[src/hw/rtl/soc_pkg.sv]
// Shared constants, codes and control/status types for the sorted occurrence counter.
package soc_pkg;

  localparam int CAPACITY    = 1024;
  localparam int VALUE_WIDTH = 32;
  localparam int ADDR_W      = $clog2(CAPACITY);
  localparam int CNT_W       = $clog2(CAPACITY + 1);
  // Search bounds carry one extra sign bit so that hi can reach -1.
  localparam int BND_W       = CNT_W + 1;

  localparam int CMD_W = 2;
  localparam int STS_W = 3;

  localparam logic [CMD_W-1:0] CMD_APPEND = 2'd0;
  localparam logic [CMD_W-1:0] CMD_QUERY  = 2'd1;
  localparam logic [CMD_W-1:0] CMD_CLEAR  = 2'd2;

  localparam logic [STS_W-1:0] ST_APPENDED  = 3'd0;
  localparam logic [STS_W-1:0] ST_FULL      = 3'd1;
  localparam logic [STS_W-1:0] ST_FOUND     = 3'd2;
  localparam logic [STS_W-1:0] ST_NOT_FOUND = 3'd3;
  localparam logic [STS_W-1:0] ST_CLEARED   = 3'd4;

  // Commands from the controller to the datapath.
  typedef struct packed {
    logic accept;      // take the input transaction
    logic pass_start;  // reload the bounds for the right-leaning pass
    logic probe_addr;  // register mid and read the store
    logic probe_cmp;   // compare the read word and narrow the range
    logic pass_right;  // current pass leans right
    logic load_out;    // load the result register
  } soc_cmd_t;

  // Status from the datapath to the controller.
  typedef struct packed {
    logic range_open;  // lo <= hi
  } soc_sts_t;

endpackage

[src/hw/rtl/soc_ctrl.sv]
// Controller state machine sequencing commands and the two binary-search passes.
module soc_ctrl import soc_pkg::*; (
  input  logic             clk,
  input  logic             rst_n,
  input  logic             in_valid,
  input  logic [CMD_W-1:0] in_command,
  output logic             in_stall,
  output logic             out_valid,
  input  logic             out_stall,
  input  soc_sts_t         sts,
  output soc_cmd_t         cmd
);

  typedef enum logic [1:0] {
    S_IDLE,
    S_ADDR,
    S_CMP,
    S_DONE
  } state_t;

  state_t state_r, state_nxt;
  logic   pass_r, pass_nxt;
  logic   out_valid_r, out_valid_nxt;
  logic   out_free;

  assign in_stall  = (state_r != S_IDLE);
  assign out_valid = out_valid_r;
  assign out_free  = !out_valid_r || !out_stall;

  always_comb begin
    state_nxt      = state_r;
    pass_nxt       = pass_r;
    out_valid_nxt  = out_valid_r && out_stall;
    cmd            = '0;
    cmd.pass_right = pass_r;
    case (state_r)
      S_IDLE: begin
        if (in_valid) begin
          cmd.accept = 1'b1;
          pass_nxt   = 1'b0;
          state_nxt  = (in_command == CMD_QUERY) ? S_ADDR : S_DONE;
        end
      end
      S_ADDR: begin
        if (sts.range_open) begin
          cmd.probe_addr = 1'b1;
          state_nxt      = S_CMP;
        end else if (!pass_r) begin
          cmd.pass_start = 1'b1;
          pass_nxt       = 1'b1;
        end else begin
          state_nxt = S_DONE;
        end
      end
      S_CMP: begin
        cmd.probe_cmp = 1'b1;
        state_nxt     = S_ADDR;
      end
      S_DONE: begin
        if (out_free) begin
          cmd.load_out  = 1'b1;
          out_valid_nxt = 1'b1;
          state_nxt     = S_IDLE;
        end
      end
      default: begin
        state_nxt = S_IDLE;
      end
    endcase
  end

  always_ff @(posedge clk) begin
    if (!rst_n) begin
      state_r     <= S_IDLE;
      pass_r      <= 1'b0;
      out_valid_r <= 1'b0;
    end else begin
      state_r     <= state_nxt;
      pass_r      <= pass_nxt;
      out_valid_r <= out_valid_nxt;
    end
  end

endmodule

[config.mk]
export PLATFORM = sky130hd
export DESIGN_NAME = soc_ctrl
export DESIGN_NICKNAME = d
export VERILOG_FILES = /design/src/hw/rtl/soc_pkg.sv /design/src/hw/rtl/soc_ctrl.sv
export SDC_FILE = /design/constraint.sdc
export NUM_CORES = 1
export LEC_CHECK = 0
export BUFFER_PORTS_ARGS = -buffer_cell sky130_fd_sc_hd__buf_2
export CAP_MARGIN = 15
export CORE_AREA = 2 2 39 41
export DETAILED_ROUTE_END_ITERATION = 8
export DIE_AREA = 0 0 41 43
export PLACE_DENSITY_LB_ADDON = 0.15
export SLEW_MARGIN = 20
export SYNTH_ARGS = -nofsm -noshare
export SYNTH_HDL_FRONTEND = slang
export SYNTH_SLANG_ARGS = --single-unit
[constraint.sdc]
create_clock -name clk -period 1 [get_ports clk]
set_input_delay 0 -clock clk [delete_from_list [all_inputs] [get_ports clk]]
set_output_delay 0 -clock clk [all_outputs]
set_load 0.005 [all_outputs]
==> flow_summary.yaml, run 1 <==
worst_hold_path:
  hold_path.startpoint: "rst_n"
  holdCritPathClass: "input port to register"
worst_setup_path:
  crit_chain: "buf_6, or2_4, buf_6"
  required_ps: 1000
  r2r_start: "state_r[0]$_SDFFE_PN0P_"
  end_kind: "output port"
  cpMostUsedCell: "buf_6"
  slowest_stage: "dfxtp_4"
  cp_data_arrival_time_ps: 1040
  worst-setup-path-type: "register to output port"
  startpoint: "state_r[0]$_SDFFE_PN0P_"
  cp_slowest_stage_delay_ps: 360
  cp_max_fo: 5
  startpoint_type: "register"
clock_network:
  cts_buffers: 3
  cts_sinks: 4
  clkTransAtPathRegs_ps: 40
  clkLatencyLatePin_ps: 230
  root_buffer: "clkbuf_4"
  clock_path_buffers: 2
  tritoncts: "done"
  htree_levels: 1
route:
  drt-total-wl_um: 617
  wire_per_inst_um: 9.348
  vias_per_cell: 4.197
  drt.antenna.violating_nets: 0
  drt_iter0_markers: 0
  drt-pass1-iter-count: 1
  vias: 277
  drc_errors: 0
sta:
  finalHoldViolCount: 0
  drv_slew: 0
  setup_viol: 4
  final.setup.worst_slack_ps: -42.15
  rsz0062_at_grt: "yes"
  whs_ps: 10.23
  fmax_ghz: 0.9596
  max_slew.worst_pin.slew_ps: 175.7
  fin_skew_ps: 0.7165
  relSlewSlack_pct: 88.20
  fin_setup_tns_ps: -91.67
  fin_crit_ps: 1042
  finalCritPeriodShare_pct: 104.2
logic_synthesis:
  synth_nets: 36
  ys_seq_elements: 4
  syn_area_sq_um: 225.2
  synth_cell_types: 16
  syn_area_per_cell_sq_um: 7.766
  synthCells: 29
  yosysSeqAreaShare_pct: 35.56
  yosys_warnings: 0
die:
  core_area_sq_um: 1384
  die_w_um: 41
  initial_core_util_pct: 16.27
  die_area_sq_um: 1763
  rows: 14
  io_pins: 15
  die_h_um: 43
final_layout:
  n_antenna_cell: 0
  fillers: 158
  fin_nets: 59
  final_layout_size_suffix_gt1_share_pct: 58.00
  area_growth_pct: 83.89
  seq_area_sq_um: 87.58
  multiInputGateArea_sq_um: 151.4
pwr:
  p_leak_nw: 0.2062
  ir_drop_v: 0.0004746
  powerDensity_nw_per_um2: 1357
status:
  violations: "setup timing"
  status: "finished, violations left"
global_route:
  grt_pass1_wl_um: 1021
  grt_usage_pct: 9.036
  grt_overflow: 0
  grt_pass1_vias: 267
  grt_max_degree: 6
  grt_antenna_before_repair: 0
job:
  cap_violations: 0
place:
  io_buffers: 14
  dpl.hpwl_um: 439.3
  routabilityCongestion: 0.6606
worst max-delay path: cells and delay by family (launching register included):
kind | cells | cell delay [ps]
flops | 1 | 360
buf+inv | 2 | 230
simple gates | 1 | 220
area by class of cell:
cell class	instances	area share, %
tap	16	4.834
timing repair buffer	19	31.12
inverter	1	0.9063
multi-input combinational	23	36.56
sequential	4	21.15
clock buffer	3	5.438
metal layers:
| metal | vias up | global-route usage, % | share of wire, % |
|---|---|---|---|
| met4 | 0 | 8.000 | 1.5 |
| li1 | 143 | - | - |
| met3 | 2 | 3.141 | 9.4 |
| met5 | - | 0 | 0 |
| met1 | 122 | 9.646 | 43 |
| met2 | 10 | 13.13 | 46 |
state kept, by name, summed over array words and instances (netlist names):
register,cells
pass_r,1
out_valid,1
state_r,2
stage by stage:
step	power [W]	std cells	utilization [%]	worst slack (ps)	cell area [sq um]
finish	0.0005620	66	29.93	-42.15	414.1
detailed placement	0.0003104	60	23.33	-18.35	322.8
floorplan	0.0002499	29	-	20.39	225.2
global route	0.0006009	66	29.93	-79.15	414.1
CTS	0.0005749	66	29.75	-47.49	411.6
global placement	0.0003116	60	23.33	-19.17	322.8
repair_timing:
item,4_1_cts,5_1_grt
hold buffers,0,0
resized for setup,12,1
buffers inserted,4,0
pin swaps,3,1
setup endpoints to repair,6,7
where the power goes:
group / internal (W) / switching [W]
Clock: 0.000134 / 0.0000649
Combinational: 0.000109 / 0.0000601
Sequential: 0.000175 / 0.0000195
Total: 0.000418 / 0.000144
final timing paths:
kind,slack [ps],endpoint,cells after the start
setup reg to reg,-20,state_r[0]$_SDFFE_PN0P_,4
setup / recovery,-40,in_stall,3
hold / removal,10,state_r[1]$_SDFFE_PN0P_,2
hold reg to reg,520,pass_r$_SDFFE_PN0P_,2
synthesized netlist by cell type:
| library cell | n | area [sq um] |
|---|---|---|
| a21oi_2 | 1 | 8.760 |
| o21a_1 | 1 | 7.510 |
| nand2b_1 | 2 | 12.51 |
| dfxtp_1 | 4 | 80.08 |
| nand2_1 | 3 | 11.26 |
| nor2b_1 | 3 | 18.77 |
| and3b_1 | 1 | 8.760 |
| or2_2 | 1 | 6.260 |
| o22ai_1 | 1 | 6.260 |
| inv_1 | 1 | 3.750 |
| nor2_1 | 4 | 15.01 |
| a21boi_0 | 2 | 15.01 |
| buf_4 | 1 | 7.510 |
| a211o_1 | 1 | 8.760 |
| nor3_1 | 2 | 10.01 |
| o21ai_0 | 1 | 5.000 |
cells in the final DEF (no fill, tap or decap), drive strengths merged, types with 2 or more instances in the layout:
cell,n
buf,19
nor2,4
dfxtp,4
nor2b,3
clkbuf,3
nand2,3
a21boi,2
nand2b,2
nor3,2
cells by family after synthesis:
logic type,after synthesis,share of synthesized area (%)
buffers and inverters,2,5.000
flip-flops,4,35.56
AO/OA/AOI/OAI,7,22.78
AND/OR/NAND/NOR,16,36.67
Note: power is estimated with default switching activity, not from simulation.
==> run 2: changes to the inputs <==
- CAP_MARGIN: 15 -> 20
- CELL_PAD_IN_SITES_DETAIL_PLACEMENT: unset -> 0
- CELL_PAD_IN_SITES_GLOBAL_PLACEMENT: unset -> 2
- CORE_AREA: 2 2 39 41 -> unset
- CORE_UTILIZATION: unset -> 16
- DIE_AREA: 0 0 41 43 -> unset
==> run 2 against run 1 <==
Effect of this change:
- the run still ends with setup timing left
- core utilization increased by 0.75 points
- clock power rose by 3%
- sequential power barely moved
- maximum frequency shrank 0.98%
- highest routed layer is now met3
- routed wire length is 3.2% higher
- first-iteration DRC count grew 3
- via count down 4.3%
- cell area shrank 3.6%
- combinational power fell by 6%
==> flow_summary.yaml, run 2 (same netlist as run 1, synthesis figures left out) <==
status:
  status: "finished, violations left"
  violations: "setup timing"
pwr:
  switching_share_pct: 26.71
  powerDensity_nw_per_um2: 1398
  clkPwrFrac_pct: 36.7
  internal-power_w: 0.0004089
  ir_drop_v: 0.0005874
  p_leak_nw: 0.1955
  p_switching_w: 0.0001490
  power_frac_seq_pct: 34.8
  combPwrFrac_pct: 28.6
  total_power_w: 0.0005580
sta:
  drv_slew: 0
  max_slew.worst_pin.slew_ps: 180.4
  setup_viol: 3
  finalCritPeriodShare_pct: 105.2
  fin_skew_ps: 5.069
  rsz0062_at_grt: "yes"
  relSlewSlack_pct: 87.98
  fmax_ghz: 0.9502
  whs_ps: 18.66
  finalHoldViolCount: 0
  final.setup.worst_slack_ps: -52.41
  fin_crit_ps: 1052
die:
  die_area_sq_um: 1561
  core_area_sq_um: 1301
  die_w_um: 39.52
  initial_core_util_pct: 17.31
  die_h_um: 39.52
  io_pins: 15
  rows: 13
place:
  postPlaceCellArea_sq_um: 321.6
  routabilityCongestion: 0.6461
  io_buffers: 14
  dpl.hpwl_um: 475.3
  place_ws_ps: -8.976
job:
  cap_violations: 0
worst_setup_path:
  startpoint: "state_r[0]$_SDFFE_PN0P_"
  cp_max_fo: 7
  end_kind: "output port"
  worst-setup-path-type: "register to output port"
  cp_slowest_stage_delay_ps: 370
  cpMostUsedCell: "buf_6"
  required_ps: 1000
  path_delay_family: "flip-flops"
  crit_chain: "buf_6, or2_4, buf_6"
  slowest_stage: "dfxtp_4"
  path_buf_inv: 2
  startpoint_type: "register"
  cp_data_arrival_time_ps: 1050
  r2r_start: "state_r[0]$_SDFFE_PN0P_"
global_route:
  grt_overflow: 0
  grt_pass1_wl_um: 1041
  grt_usage_pct: 10.45
  grt_pass1_vias: 256
  grt_antenna_before_repair: 0
  grt_max_degree: 8
clock_network:
  clkTransAtPathRegs_ps: 40
  cts_buffers: 3
  clkLatencyLatePin_ps: 240
  root_buffer: "clkbuf_4"
  cts_sinks: 4
  clock_path_buffers: 2
  htree_levels: 1
  tritoncts: "done"
route:
  drt.antenna.violating_nets: 0
  drt-pass1-iter-count: 2
  wire_per_inst_um: 10.11
  drc_errors: 0
  vias_per_cell: 4.206
  drt_iter0_markers: 3
  drt-total-wl_um: 637
  vias: 265
final_layout:
  area_growth_pct: 77.22
  final_cell_mix: "buf_2 (13), nor2_1 (4), buf_6 (4)"
  final_common_cell: "buf_2"
  largest_reg_flops: 2
  fillers: 156
  n_antenna_cell: 0
  utilization_pct: 30.67
  final_layout_size_suffix_gt1_share_pct: 56.25
  regMostFlops: "state_r"
  fin_nets: 57
  final_cell_area_sq_um: 399.1
worst_hold_path:
  hold_path.startpoint: "rst_n"
  holdCritPathClass: "input port to register"
## run 2: worst paths after layout
path / endpoint / slack (ps) / depth (start not counted)
max: in_stall / -50 / 3
min: state_r[1]$_SDFFE_PN0P_ / 20 / 2
max reg2reg: state_r[0]$_SDFFE_PN0P_ / 40 / 3
min reg2reg: pass_r$_SDFFE_PN0P_ / 510 / 2
## run 2: layout make-up
class                      instances  area, sq um  share of cell area, %
clock buffer                       3        22.52                  5.643
inverter                           1        3.754                 0.9404
multi-input combinational         23        156.4                  39.18
tap                               15        18.77                  4.702
timing repair buffer              17        110.1                  27.59
sequential                         4        87.58                  21.94
## run 2: repair_timing
item	4_1_cts	5_1_grt
resized for setup	11	2
setup buffers	2	0
setup endpoints to repair	6	5
hold buffers	0	0
pin swaps	2	1
## run 2: metal layers
layer,part of all wire (%),up-vias,GRT usage (%)
li1,-,139,-
met1,44,116,11.49
met2,47,10,15.16
met3,8.8,0,3.409
met4,0,0,10.34
met5,0,-,0
## run 2: metrics by stage
stage | setup TNS [ps] | std cells
floorplan | 0 | 29
global placement | 0 | 59
detailed placement | -8.976 | 59
CTS | -123.8 | 63
global route | -271.1 | 63
finish | -93.12 | 63
## run 2: power by group through the flow
stage	Sequential, W	Clock [W]	Combinational, W
3_5_place_dp	0.000194	0	0.000117
2_1_floorplan	0.000191	0	0.0000592
6_report	0.000194	0.000205	0.000159
3_3_place_gp	0.000193	0	0.000117
4_1_cts	0.000194	0.000217	0.000154
5_1_grt	0.000197	0.000231	0.000176
